[src/ogg_sbs_pkg.sv]
// Shared constants and types for the Ogg stream boundary scanner.
`default_nettype none

package ogg_sbs_pkg;

	localparam int unsigned WIN_LEN         = 27;
	localparam int unsigned RESULT_W        = 40;
	localparam int unsigned MIN_KIB_W       = 16;
	localparam int unsigned KIB_SHIFT       = 10;
	localparam int unsigned MIN_BYTES_W     = MIN_KIB_W + KIB_SHIFT;
	localparam int unsigned DEF_OFFSET_BITS = 40;

	// capture pattern "OggS"
	localparam logic [7:0] SYNC_O = 8'h4F;
	localparam logic [7:0] SYNC_G = 8'h67;
	localparam logic [7:0] SYNC_S = 8'h53;

	// header type codes
	localparam logic [7:0] TYPE_BOS      = 8'h02;
	localparam logic [7:0] TYPE_EOS      = 8'h04;
	localparam logic [7:0] TYPE_EOS_CONT = 8'h05;

	// result kinds
	localparam logic KIND_STREAM = 1'b0;
	localparam logic KIND_TRUNC  = 1'b1;

	typedef struct packed {
		logic       sig_match;  // window opens with the capture pattern
		logic [7:0] hdr_type;   // header type byte of that window
		logic       tail_sync;  // a capital O sits in the last 26 bytes
	} win_info_t;

	typedef struct packed {
		logic                valid;
		logic                kind;
		logic [RESULT_W-1:0] start_ofs;
		logic [RESULT_W-1:0] end_ofs;
	} trk_result_t;

	typedef struct packed {
		logic collecting;
		logic segs_nonzero;
		logic begin_seen;
	} trk_status_t;

endpackage

`default_nettype wire

[src/ogg_sbs_window.sv]
// 27-byte sliding header window with capture-pattern and truncation detect.
`default_nettype none

module ogg_sbs_window (
	input  logic                  clk,
	input  logic                  arst_n,
	input  logic                  shift_en,
	input  logic                  clear,
	input  logic [7:0]            data_byte,
	output ogg_sbs_pkg::win_info_t info
);
	import ogg_sbs_pkg::*;

	logic [7:0] win_q [WIN_LEN];
	logic [7:0] win_n [WIN_LEN];
	logic       tail_sync;

	// window as it stands once the new byte is in
	always_comb begin
		for (int i = 0; i < WIN_LEN - 1; i++) begin
			win_n[i] = win_q[i+1];
		end
		win_n[WIN_LEN-1] = data_byte;
	end

	always_comb begin
		tail_sync = 1'b0;
		for (int i = 1; i < WIN_LEN; i++) begin
			tail_sync = tail_sync | (win_n[i] == SYNC_O);
		end
	end

	assign info.sig_match = (win_n[0] == SYNC_O) && (win_n[1] == SYNC_G) &&
		(win_n[2] == SYNC_G) && (win_n[3] == SYNC_S);
	assign info.hdr_type  = win_n[5];
	assign info.tail_sync = tail_sync;

	// cleared bytes read as zero, so a short container never matches
	always_ff @(posedge clk or negedge arst_n) begin
		if (!arst_n) begin
			for (int i = 0; i < WIN_LEN; i++) begin
				win_q[i] <= 8'h00;
			end
		end else if (shift_en) begin
			for (int i = 0; i < WIN_LEN; i++) begin
				win_q[i] <= clear ? 8'h00 : win_n[i];
			end
		end
	end

endmodule

`default_nettype wire

[src/ogg_sbs_tracker.sv]
// Offset counter, stream start/end tracking and result formation.
`default_nettype none

module ogg_sbs_tracker #(
	parameter int unsigned OFFSET_BITS = ogg_sbs_pkg::DEF_OFFSET_BITS
) (
	input  logic                               clk,
	input  logic                               arst_n,
	input  logic                               step,
	input  logic [7:0]                         data_byte,
	input  logic                               eoc,
	input  logic [ogg_sbs_pkg::MIN_KIB_W-1:0]  min_size_kib,
	input  ogg_sbs_pkg::win_info_t             info,
	output ogg_sbs_pkg::trk_result_t           res,
	output ogg_sbs_pkg::trk_status_t           status
);
	import ogg_sbs_pkg::*;

	localparam int unsigned CMP_W = (OFFSET_BITS > MIN_BYTES_W) ? OFFSET_BITS : MIN_BYTES_W;

	logic [OFFSET_BITS-1:0] ofs_q, ofs_n;
	logic [OFFSET_BITS-1:0] begin_q, begin_n;
	logic [OFFSET_BITS-1:0] acc_q, acc_n;
	logic                   begin_seen_q, begin_seen_n;
	logic                   collecting_q, collecting_n;
	logic [7:0]             segs_q, segs_n;

	logic [OFFSET_BITS-1:0] ofs_inc;
	logic [OFFSET_BITS-1:0] hdr_pos;
	logic [OFFSET_BITS-1:0] size;
	logic [7:0]             segs_dec;
	logic                   finish;
	logic                   too_small;
	logic                   emit;

	function automatic logic [OFFSET_BITS-1:0] sat_add(
		input logic [OFFSET_BITS-1:0] a,
		input logic [8:0]             b
	);
		logic [OFFSET_BITS:0] s;
		s = {1'b0, a} + (OFFSET_BITS+1)'(b);
		return s[OFFSET_BITS] ? {OFFSET_BITS{1'b1}} : s[OFFSET_BITS-1:0];
	endfunction

	assign ofs_inc  = sat_add(ofs_q, 9'd1);
	assign hdr_pos  = ofs_q - OFFSET_BITS'(WIN_LEN - 1);
	assign segs_dec = segs_q - {7'd0, (segs_q != 8'd0)};

	always_comb begin
		ofs_n        = ofs_q;
		begin_n      = begin_q;
		acc_n        = acc_q;
		begin_seen_n = begin_seen_q;
		collecting_n = collecting_q;
		segs_n       = segs_q;
		finish       = 1'b0;

		if (collecting_q) begin
			// header matches inside a segment table are ignored
			acc_n  = sat_add(acc_q, {1'b0, data_byte});
			segs_n = segs_dec;
			finish = (segs_dec == 8'd0);
		end else if (info.sig_match) begin
			case (info.hdr_type)
				TYPE_BOS: begin
					begin_seen_n = 1'b1;
					begin_n      = hdr_pos;
				end
				TYPE_EOS, TYPE_EOS_CONT: begin
					if (begin_seen_q) begin
						// data_byte is the segment count here
						acc_n = sat_add(ofs_q, 9'd1 + {1'b0, data_byte});
						if (data_byte == 8'd0) begin
							finish = 1'b1;
						end else begin
							collecting_n = 1'b1;
							segs_n       = data_byte;
						end
					end
				end
				default: ;
			endcase
		end

		size      = (acc_n >= begin_q) ? (acc_n - begin_q) : '0;
		too_small = (min_size_kib != '0) &&
			(CMP_W'(size) < CMP_W'({min_size_kib, {KIB_SHIFT{1'b0}}}));
		emit      = finish && !too_small;

		if (finish) begin
			begin_seen_n = 1'b0;
			collecting_n = 1'b0;
			segs_n       = 8'd0;
		end

		res.valid     = emit;
		res.kind      = KIND_STREAM;
		res.start_ofs = RESULT_W'(begin_q);
		res.end_ofs   = RESULT_W'(acc_n);

		if (eoc) begin
			if (!emit && (collecting_n || info.tail_sync)) begin
				res.valid     = 1'b1;
				res.kind      = KIND_TRUNC;
				res.start_ofs = begin_seen_n ? RESULT_W'(begin_n) : '0;
				res.end_ofs   = RESULT_W'(ofs_inc);
			end
			ofs_n        = '0;
			begin_n      = '0;
			acc_n        = '0;
			begin_seen_n = 1'b0;
			collecting_n = 1'b0;
			segs_n       = 8'd0;
		end else begin
			ofs_n = ofs_inc;
		end
	end

	always_ff @(posedge clk or negedge arst_n) begin
		if (!arst_n) begin
			ofs_q        <= '0;
			begin_q      <= '0;
			acc_q        <= '0;
			begin_seen_q <= 1'b0;
			collecting_q <= 1'b0;
			segs_q       <= 8'd0;
		end else if (step) begin
			ofs_q        <= ofs_n;
			begin_q      <= begin_n;
			acc_q        <= acc_n;
			begin_seen_q <= begin_seen_n;
			collecting_q <= collecting_n;
			segs_q       <= segs_n;
		end
	end

	assign status.collecting   = collecting_q;
	assign status.segs_nonzero = (segs_q != 8'd0);
	assign status.begin_seen   = begin_seen_q;

endmodule

`default_nettype wire

[src/ogg_stream_boundary_scanner_top.sv]
// Top level of the Ogg stream boundary scanner: handshakes, registers, checks.
//
// Feed the container one byte per beat, end_of_container set on its last byte.
// The scanner keeps a 27-byte window and the byte offset; a page header with
// "OggS" and type 0x02 marks a stream start, a later header of type 0x04 or 0x05
// gives the end (header offset + 27 + segment count + sum of segment sizes,
// sizes unsigned). A stream shorter than min_size_kib KiB is dropped (0 keeps
// all). A header or segment table cut off by the end of the container yields a
// result with result_kind = 1, stream_start = recorded start (or 0) and
// stream_end = container length. Offsets saturate at 2^OFFSET_BITS - 1; the
// scan state clears after each container, min_size_kib stays.
// Rate: one byte per clock sustained, unless a result waits with out_ready low.
// A byte goes into the input register on accept; all of its work happens in one
// pass through window and tracker once the output register can take its result,
// and its result (if any) sits in the output register from then on, holding
// out_valid until the result beat completes. While a result waits, one more byte
// can be taken into the input register; then in_ready stays low until the result
// beat completes. No clearing pass after reset.
// min_size_kib is written through the cfg beat and should change only while
// the scanner is idle.
`default_nettype none

module ogg_stream_boundary_scanner_top #(
	parameter int unsigned OFFSET_BITS = ogg_sbs_pkg::DEF_OFFSET_BITS
) (
	input  logic                              clk,
	input  logic                              arst_n,
	// config write
	input  logic                              cfg_valid,
	output logic                              cfg_ready,
	input  logic [ogg_sbs_pkg::MIN_KIB_W-1:0] min_size_kib,
	// byte input
	input  logic                              in_valid,
	output logic                              in_ready,
	input  logic [7:0]                        data_byte,
	input  logic                              end_of_container,
	// results
	output logic                              out_valid,
	input  logic                              out_ready,
	output logic                              result_kind,
	output logic [ogg_sbs_pkg::RESULT_W-1:0]  stream_start,
	output logic [ogg_sbs_pkg::RESULT_W-1:0]  stream_end
);
	import ogg_sbs_pkg::*;

	logic [MIN_KIB_W-1:0] min_size_q;

	logic                 valid_s1;
	logic [7:0]           data_byte_s1;
	logic                 eoc_s1;

	logic                 valid_s2;
	logic                 result_kind_s2;
	logic [RESULT_W-1:0]  stream_start_s2;
	logic [RESULT_W-1:0]  stream_end_s2;

	logic                 fire;
	win_info_t            win_info;
	trk_result_t          trk_res;
	trk_status_t          trk_status;

	// config register, always ready
	assign cfg_ready = 1'b1;

	always_ff @(posedge clk or negedge arst_n) begin
		if (!arst_n) begin
			min_size_q <= '0;
		end else if (cfg_valid) begin
			min_size_q <= min_size_kib;
		end
	end

	// stage 1 byte is processed when the output register can take its result
	assign fire     = valid_s1 && (!valid_s2 || out_ready);
	assign in_ready = !valid_s1 || fire;

	always_ff @(posedge clk or negedge arst_n) begin
		if (!arst_n) begin
			valid_s1 <= 1'b0;
		end else if (in_valid && in_ready) begin
			valid_s1 <= 1'b1;
		end else if (fire) begin
			valid_s1 <= 1'b0;
		end
	end

	always_ff @(posedge clk) begin
		if (in_valid && in_ready) begin
			data_byte_s1 <= data_byte;
			eoc_s1       <= end_of_container;
		end
	end

	ogg_sbs_window u_window (
		.clk       (clk),
		.arst_n    (arst_n),
		.shift_en  (fire),
		.clear     (eoc_s1),
		.data_byte (data_byte_s1),
		.info      (win_info)
	);

	ogg_sbs_tracker #(
		.OFFSET_BITS (OFFSET_BITS)
	) u_tracker (
		.clk          (clk),
		.arst_n       (arst_n),
		.step         (fire),
		.data_byte    (data_byte_s1),
		.eoc          (eoc_s1),
		.min_size_kib (min_size_q),
		.info         (win_info),
		.res          (trk_res),
		.status       (trk_status)
	);

	// output register
	always_ff @(posedge clk or negedge arst_n) begin
		if (!arst_n) begin
			valid_s2 <= 1'b0;
		end else if (fire && trk_res.valid) begin
			valid_s2 <= 1'b1;
		end else if (out_ready) begin
			valid_s2 <= 1'b0;
		end
	end

	always_ff @(posedge clk) begin
		if (fire && trk_res.valid) begin
			result_kind_s2  <= trk_res.kind;
			stream_start_s2 <= trk_res.start_ofs;
			stream_end_s2   <= trk_res.end_ofs;
		end
	end

	assign out_valid    = valid_s2;
	assign result_kind  = result_kind_s2;
	assign stream_start = stream_start_s2;
	assign stream_end   = stream_end_s2;

	// collecting a segment table always has segments left to take
	a_collect_has_segs: assert property (@(posedge clk) disable iff (!arst_n)
		trk_status.collecting == trk_status.segs_nonzero)
		else $error("segment count out of step with collecting flag");

	// last byte of a container leaves the scan cleared
	a_eoc_clears: assert property (@(posedge clk) disable iff (!arst_n)
		fire && eoc_s1 |=> !trk_status.begin_seen && !trk_status.collecting)
		else $error("scan state not cleared after end of container");

	// a found stream never ends before it starts
	a_end_after_start: assert property (@(posedge clk) disable iff (!arst_n)
		valid_s2 && (result_kind_s2 == KIND_STREAM) && (OFFSET_BITS <= RESULT_W)
		|-> stream_end_s2 > stream_start_s2)
		else $error("stream end not past stream start");

	// nothing is processed while a held result blocks the output
	a_no_fire_on_stall: assert property (@(posedge clk) disable iff (!arst_n)
		valid_s2 && !out_ready |-> !fire)
		else $error("byte processed while result stalled");

endmodule

`default_nettype wire

[config.mk]
export PLATFORM = sky130hd
export DESIGN_NAME = ogg_stream_boundary_scanner_top
export DESIGN_NICKNAME = d
export VERILOG_FILES = /design/src/ogg_sbs_pkg.sv /design/src/ogg_sbs_window.sv /design/src/ogg_sbs_tracker.sv /design/src/ogg_stream_boundary_scanner_top.sv
export SDC_FILE = /design/constraint.sdc
export NUM_CORES = 1
export LEC_CHECK = 0
export ABC_AREA = 1
export BUFFER_PORTS_ARGS = -buffer_cell sky130_fd_sc_hd__buf_2
export CAP_MARGIN = 20
export CELL_PAD_IN_SITES_DETAIL_PLACEMENT = 1
export CELL_PAD_IN_SITES_GLOBAL_PLACEMENT = 2
export CORE_ASPECT_RATIO = 1.4
export CORE_MARGIN = 4
export CORE_UTILIZATION = 37
export CTS_CLUSTER_SIZE = 25
export DETAILED_ROUTE_END_ITERATION = 8
export PLACE_DENSITY = 0.89
export SETUP_SLACK_MARGIN = 0.1
export SLEW_MARGIN = 20
export SYNTH_ARGS = -nofsm -noshare
export SYNTH_HDL_FRONTEND = slang
export SYNTH_SLANG_ARGS = --single-unit
[constraint.sdc]
create_clock -name clk -period 8.1 [get_ports clk]
set_input_delay 0 -clock clk [delete_from_list [all_inputs] [get_ports clk]]
set_output_delay 0 -clock clk [all_outputs]
set_load 0.02 [all_outputs]
### Word-level counts from Yosys, hierarchy flattened

Cells that the tools add are included.

* bits in read-only memories: 0
* input bits: 30
* bits in latches: 0
* word-level logic and storage cells: 206
* memory bits (writable): 0
* register bits: 446
* output and inout bits: 84
* memories: 0

* eq/ne operators: 34
* bitwise logic cells: 25
* mux-type cells: 71
* $add $sub $neg: 7
* multiply operators: 0
* reduce and logical (&&, ||, !) cells: 27
* divide/modulo/power cells: 0
* shift-type cells: 0
* magnitude comparators: 2

Operators by type and width (number)
* 40-bit 2-to-1 mux: 15
* 8-bit 2-to-1 mux: 33
* 8-bit by 7-bit equality test with 1-bit output, second input constant: 30
* 82-bit 2-to-1 mux: 2
* 40-bit by 1-bit adder with 41-bit output, second input constant: 1
* 40-bit by 8-bit adder with 41-bit output: 1
* 40-bit by 9-bit adder with 41-bit output: 1
* 40-bit greater-or-equal comparator: 1
* 40-bit by 26-bit less-than comparator with 1-bit output: 1
* 40-bit subtractor: 1
* 40-bit by 5-bit subtractor with 40-bit output, second input constant: 1
* 1-bit bitwise OR: 25
* 1-bit 2-to-1 mux: 21
* 8-bit by 3-bit equality test with 1-bit output, second input constant: 2
* 8-bit logical NOT: 2
* 16-bit nonzero test: 1
* 4-bit nonzero test: 3
* 1-bit by 8-bit adder with 9-bit output, first input constant: 1
* 1-bit logical AND: 9
* 8-bit by 2-bit equality test with 1-bit output, second input constant: 1
* 8-bit nonzero test: 1
* 8-bit by 1-bit subtractor with 8-bit output: 1
* 5-bit AND reduction: 1
* 1-bit logical NOT: 4
* 4 further kinds: 7

### Logic depth before layout (Yosys ltp)

* word-level depth: 32
* depth in mapped cells: 45
* depth with buffers taken out: 42

### By module

Synthesis repeated with hierarchy kept, for this count alone.

* cell total of the unflattened synthesis: 3620
* area total of the unflattened synthesis: 28406.0 um^2

Modules (own cells, without submodules)
* ogg_sbs_tracker: cells an instance 2569, times used 1, seq. area each 3253.1 um^2, area an instance 15315.9 um^2
* ogg_sbs_window: cells an instance 877, times used 1, seq. area each 5205.0 um^2, area an instance 9625.5 um^2
* ogg_stream_boundary_scanner_top: cells an instance 174, times used 1, seq. area each 3153.0 um^2, area an instance 3464.6 um^2

### Worst setup path after synthesis

OpenSTA, ideal clock, no wires.

* path type: reg-to-reg
* start: register data_byte_s1[0]
* end: register result_kind_s2, in the netlist result_kind, enable pin
* stages on the path, launching flop included: 38
* setup slack: 1055 ps
* data arrival time: 6610 ps
* required time: 7665 ps
* path buffers: 3
* setup time: 435 ps
* cell sequence: edfxtp_1 -> ha_1 -> fa_1 -> nand3_1 -> nor2_1 -> nor2_1 -> o21ai_2 -> nand4_2 -> nor2_4 -> nand3_1 -> nand3b_1 -> nand2_2 -> buf_2 -> o21ai_0 -> inv_1 -> ha_1 -> a21oi_1 -> nand2_1 -> [... 2 more ...] -> a21oi_1 -> nand4_2 -> buf_4 -> clkbuf_1 -> nand3_1 -> inv_1 -> ha_1 -> nand2_1 -> nor2_1 -> a211oi_1 -> o221a_2 -> nand2_1 -> nand2_1 -> nand2_1 -> nand2_2 -> nand2_1 -> nand2_1 -> inv_1

* cells in the longest elaborated chain, start to end: 18

RTL lines
* start, declared: line ogg_stream_boundary_scanner_top.sv:49 `logic [7:0] data_byte_s1;`
* start signal, assigned: line ogg_stream_boundary_scanner_top.sv:89 `data_byte_s1 <= data_byte;`
* 1-bit by 8-bit adder with 9-bit output: line ogg_sbs_tracker.sv:72 `acc_n = sat_add(ofs_q, 9'd1 + {1'b0, data_byte});`
* 40-bit by 9-bit adder with 41-bit output: line ogg_sbs_tracker.sv:41 `s = {1'b0, a} + (OFFSET_BITS+1)'(b);`
* 40-bit 2-to-1 mux: line ogg_sbs_tracker.sv:42 `return s[OFFSET_BITS] ? {OFFSET_BITS{1'b1}} : s[OFFSET_BITS-1:0];`
* 40-bit 2-to-1 mux: line ogg_sbs_tracker.sv:70 `if (begin_seen_q) begin`
* 40-bit 2-to-1 mux: line ogg_sbs_tracker.sv:64 `case (info.hdr_type)`
* 40-bit 2-to-1 mux: line ogg_sbs_tracker.sv:63 `end else if (info.sig_match) begin`
* 40-bit 2-to-1 mux: line ogg_sbs_tracker.sv:58 `if (collecting_q) begin`
* 40-bit subtractor / 40-bit greater-or-equal comparator (equally long branches): line ogg_sbs_tracker.sv:85 `size = (acc_n >= begin_q) ? (acc_n - begin_q) : '0;`
* [... 2 more ...]
* 1-bit logical AND: line ogg_sbs_tracker.sv:86 `too_small = (min_size_kib != '0) &&`
* 1-bit logical NOT: line ogg_sbs_tracker.sv:88 `emit = finish && !too_small;`
* 1-bit logical AND: line ogg_sbs_tracker.sv:88
* 1-bit logical NOT: line ogg_sbs_tracker.sv:102 `if (!emit && (collecting_n || info.tail_sync)) begin`
* 1-bit logical AND: line ogg_sbs_tracker.sv:102
* 82-bit 2-to-1 mux: line ogg_sbs_tracker.sv:102
* 82-bit 2-to-1 mux *: line ogg_sbs_tracker.sv:101 `if (eoc) begin`
* 1-bit logical AND *: line ogg_stream_boundary_scanner_top.sv:129 `if (fire && trk_res.valid) begin`
* end signal, assigned: line ogg_stream_boundary_scanner_top.sv:130 `result_kind_s2 <= trk_res.kind;`
* end, declared: line ogg_stream_boundary_scanner_top.sv:53 `logic result_kind_s2;`

Every way passes the cells marked *; elsewhere a longest branch is shown, timed or not.
A chain may end at the register's enable or synchronous reset.

### Worst setup path after layout

* start: register data_byte_s1[0]
* end: register stream_start_s2[36], in the netlist stream_start[36], enable pin

* cells in the longest elaborated chain, start to end: 18

RTL lines
* 1-bit by 8-bit adder with 9-bit output: line ogg_sbs_tracker.sv:72
* 40-bit by 9-bit adder with 41-bit output: line ogg_sbs_tracker.sv:41
* 40-bit 2-to-1 mux: line ogg_sbs_tracker.sv:42
* 40-bit 2-to-1 mux: line ogg_sbs_tracker.sv:70
* 40-bit 2-to-1 mux: line ogg_sbs_tracker.sv:64
* 40-bit 2-to-1 mux: line ogg_sbs_tracker.sv:63
* 40-bit 2-to-1 mux: line ogg_sbs_tracker.sv:58
* 40-bit subtractor / 40-bit greater-or-equal comparator (equally long branches): line ogg_sbs_tracker.sv:85
* [... 2 more ...]
* 1-bit logical AND: line ogg_sbs_tracker.sv:86
* 1-bit logical NOT: line ogg_sbs_tracker.sv:88
* 1-bit logical AND: line ogg_sbs_tracker.sv:88
* 1-bit logical NOT: line ogg_sbs_tracker.sv:102
* 1-bit logical AND: line ogg_sbs_tracker.sv:102
* 82-bit 2-to-1 mux: line ogg_sbs_tracker.sv:102
* 82-bit 2-to-1 mux *: line ogg_sbs_tracker.sv:101
* 1-bit logical AND *: line ogg_stream_boundary_scanner_top.sv:129
* end signal, assigned: line ogg_stream_boundary_scanner_top.sv:131 `stream_start_s2 <= trk_res.start_ofs;`
* end, declared: line ogg_stream_boundary_scanner_top.sv:54 `logic [RESULT_W-1:0] stream_start_s2;`

Marked as above.

==> flow_summary.toml <==
[worst_setup_path]
crit_path_start_kind = "flip-flop"
crit_slowest_cell = "edfxtp_1"
timing.critical_path.mode_cell = "nand2_1"
critPathKind = "flip-flop to flip-flop"
path_delay_family = "simple AND/OR/NAND/NOR gates"
critical_path_buf_inv_count = 10
crit_fanout = 81
critPathMaxStageDelay_ns = 0.43
worst_ep_arrival_time_ns = 7.73
cp_data_required_time_ns = 8.35
end_kind = "flip-flop"

[power_and_ir_drop]
switchingPower_uw = 1230
total_power_uw = 5050
vdd_ir_drop_max_uv = 150
power.share.combinational = 0.052
power.switching_fraction = 0.243
power_frac_seq = 0.461
clock_power_share = 0.488
cellLeakagePower_uw = 0.0145
power_density_nw_per_um2 = 165
cell_internal_pwr_uw = 3820

[timing]
fmaxAchievable_mhz = 134
tns_ns = 0
finalClockSkew_ns = 0.0332
worstMarginPinSlew_ns = 1.14
rsz0062_at_grt = "no"
min_period_ns = 7.48
final_max_slew_viol_count = 0
report.final.setup_viol = 0
final_min_period_over_clock_period = 0.923
holdWs_ns = 0.0203
timing_hold_violations_final = 0
relSlewSlack = 0.234

[drt]
met2_routed_wirelength_microns = 54200
top_signal_layer_used = "met4"
detail_route.vias_per_cell = 5.49
routed_wire_length_microns = 103000
firstDrtPassIters = 5
drt-wirelength-per-cell_microns = 22.4
m1_wire_length_microns = 40100
via_count = 25300
detailedRoute.firstIterationViolations = 1704
wl_met3_microns = 2850
drc = 0
detail-route-antenna-nets = 0

[floorplanning]
horizontal_die_dimension_microns = 235
vert_die_dim_microns = 326
design.core.area_sq_um = 71600
io_pins = 114
dieArea_sq_um = 76700
initial_core_util = 0.374
num_rows = 116

[clock_network]
cts_inserted_buffers = 48
tritoncts = "yes"
insertion_delay_ns = 0.63
cts.repair_timing.setup_buffer_count = 0
cts.reportedPaths.clkPinSlew_ns = 0.07
cts_sinks = 446
cts_max_level = 2
root_buffer = "clkbuf_16"
clock_path_buffers = 3

[yosys]
asyncSetResetFlopFracSynth = 0.798
yosysWarningCount = 0
post_synthesis_net_count = 3627
post_synth_fa_ha_maj_area_fraction = 0.0371
ys_seq_area_frac = 0.434
synth_compound_gate_area_share = 0.153
main_combinational_cell_family_by_area_after_synthesis = "simple AND/OR/NAND/NOR gates"
synth-edff-count = 90
synthesized_area_fraction_occupied_by_and_or_nand_nor_cells = 0.239
synthFlopType = "dfrtp_1"
synth_xor_area_frac = 0.0278
post_synth_num_cell_types = 59
synthCells = 3519
muxShareOfSynthArea = 0.000749
yosys_register_bits = 446
netlist_area_sq_um = 26700
post_synth.cell_area_avg_sq_um = 7.60

[grt]
grt_start_max_net_pins = 170
grt-ovfl-total = 0
track_usage = 0.262
grt_pass1_wl_microns = 158000
grt_antenna_before_repair = 1
vias_in_the_first_global_route = 26700

[worst_hold_path]
holdCritPathClass = "primary input to async pin"

[placed_design]
hpwl_microns = 78100
place.gp.congestion = 0.976
port_buffers = 112
place_area_sq_um = 28200

[run]
max_cap_viol_count = 0

[layout]
layout.cells.most_common = "nand2_1"
layout_common_cells = "nand2_1, inv_1, dfrtp_1, nor2_1, o22ai_1"
final_cell_area_sq_um = 30600
drive_above_1_share = 0.0856
design.final.nets = 3736
share_of_the_core_filled_with_cells_in_the_final_layout = 0.428
layout-area-overhead-vs-synth_pct = 14.5
antennaDiodeCount = 0

[outcome]
status = "finished clean"
routing by layer:
layer / GRT usage / vias up
met1: 0.295 / 12600
met5: 0 / -
met3: 0.0241 / 234
met2: 0.487 / 552
met4: 0.139 / 0
li1: - / 12000
worst paths after layout:
path / startpoint / to / slack (ns) / depth (start not counted)
max in group asynchronous: arst_n / u_window.win_n[123]$_DFFE_PN0P_ / 6.56 / 3
hold reg to reg: u_window.win_n[211]$_DFFE_PN0P_ / u_window.win_n[211]$_DFFE_PN0P_ / 0.49 / 2
hold / removal: arst_n / min_size_q[4]$_DFFE_PN0P_ / 0.02 / 2
min in group clk: end_of_container / eoc_s1$_DFFE_PP_ / 0.08 / 2
setup / recovery: data_byte_s1[0]$_DFFE_PP_ / stream_start[36]$_DFFE_PP_ / 0.62 / 43
setup reg to reg: data_byte_s1[0]$_DFFE_PP_ / stream_start[36]$_DFFE_PP_ / 0.62 / 43
what timing repair did:
| action | CTS | global route |
|---|---|---|
| hold buffers | 61 | 0 |
| resized for setup | 0 | 6 |
| endpoints found under the setup margin | 0 | 162 |
| endpoints found under the hold margin | 127 | 0 |
flip-flops by register name, indices dropped and copies added, names as in the netlist:
register / flops
u_tracker.ofs_q: 40
stream_end: 40
result_kind: 1
valid_s1: 1
u_tracker.acc_q: 40
u_tracker.begin_q: 40
out_valid: 1
u_window.win_n: 200
u_tracker.segs_q: 8
u_tracker.collecting_q: 1
eoc_s1: 1
min_size_q: 16
data_byte_s1: 8
u_window.info: 8
stream_start: 40
u_tracker.begin_seen_q: 1
metrics by stage:
stage	worst slack, ns	std cells
5_1_grt	0.125	4612
2_1_floorplan	1.05	3519
3_3_place_gp	0.357	4461
3_5_place_dp	0.353	4461
4_1_cts	0.304	4612
6_report	0.622	4612
final cells by class:
type / instances / area, sq um
Multi-Input combinational cell: 2322 / 12300
Fill cell: 8810 / 40900
Clock inverter: 30 / 439
Timing Repair Buffer: 208 / 1510
Sequential cell: 446 / 11600
Clock buffer: 60 / 1330
Inverter: 602 / 2280
Tap cell: 944 / 1180
worst reg2reg max path: cells and delay by family (launching register included):
| kind | cells | cell delay [ns] |
|---|---|---|
| DFF | 1 | 0.43 |
| adders and majority gates | 4 | 1.10 |
| buffers and inverters | 10 | 1.54 |
| AOI/OAI and AO/OA | 5 | 0.75 |
| and+or+nand+nor | 24 | 3.18 |
power groups by stage:
| stage | registers [uW] | clock network [uW] | logic, uW |
|---|---|---|---|
| floorplan | 2360 | 0 | 132 |
| global placement | 2370 | 0 | 231 |
| detailed placement | 2370 | 0 | 233 |
| CTS | 2330 | 2510 | 260 |
| global route | 2330 | 2610 | 288 |
| finish | 2330 | 2460 | 260 |
cells in the mapped netlist, drive strengths merged, types with 2 or more instances:
library cell	instances	share of area
o22ai	299	0.070
inv	600	0.084
and3	7	0.0016
a211oi	3	0.00084
edfxtp	90	0.10
a21oi	133	0.027
fa	2	0.0015
nor3	75	0.015
o21ai	181	0.034
nand3	210	0.039
ha	76	0.036
nor3b	4	0.0013
o21a	2	0.00056
clkinv	2	0.00028
o21bai	11	0.0032
clkbuf	95	0.013
o31ai	8	0.0022
a221oi	3	0.00098
nor4	39	0.0094
or2	15	0.0035
buf	54	0.010
xor2	76	0.025
o211ai	23	0.0065
nand3b	3	0.00084
nor2	315	0.046
a21o	5	0.0014
mux2i	2	0.00075
xnor2	9	0.0029
nand2	710	0.10
a31oi	7	0.0016
a21boi	2	0.00056
dfrtp	356	0.33
nand4	89	0.021
a22oi	3	0.0014
a22o	3	0.00098
cells by family after synthesis:
logic type,after synthesis
AO/OA/AOI/OAI,687
XOR/XNOR,85
adder cells (fa/ha/maj),78
buffers and inverters,751
flip-flops,446
multiplexers,2
other,1
AND/OR/NAND/NOR,1469
Power figures use the tool's default switching activity.
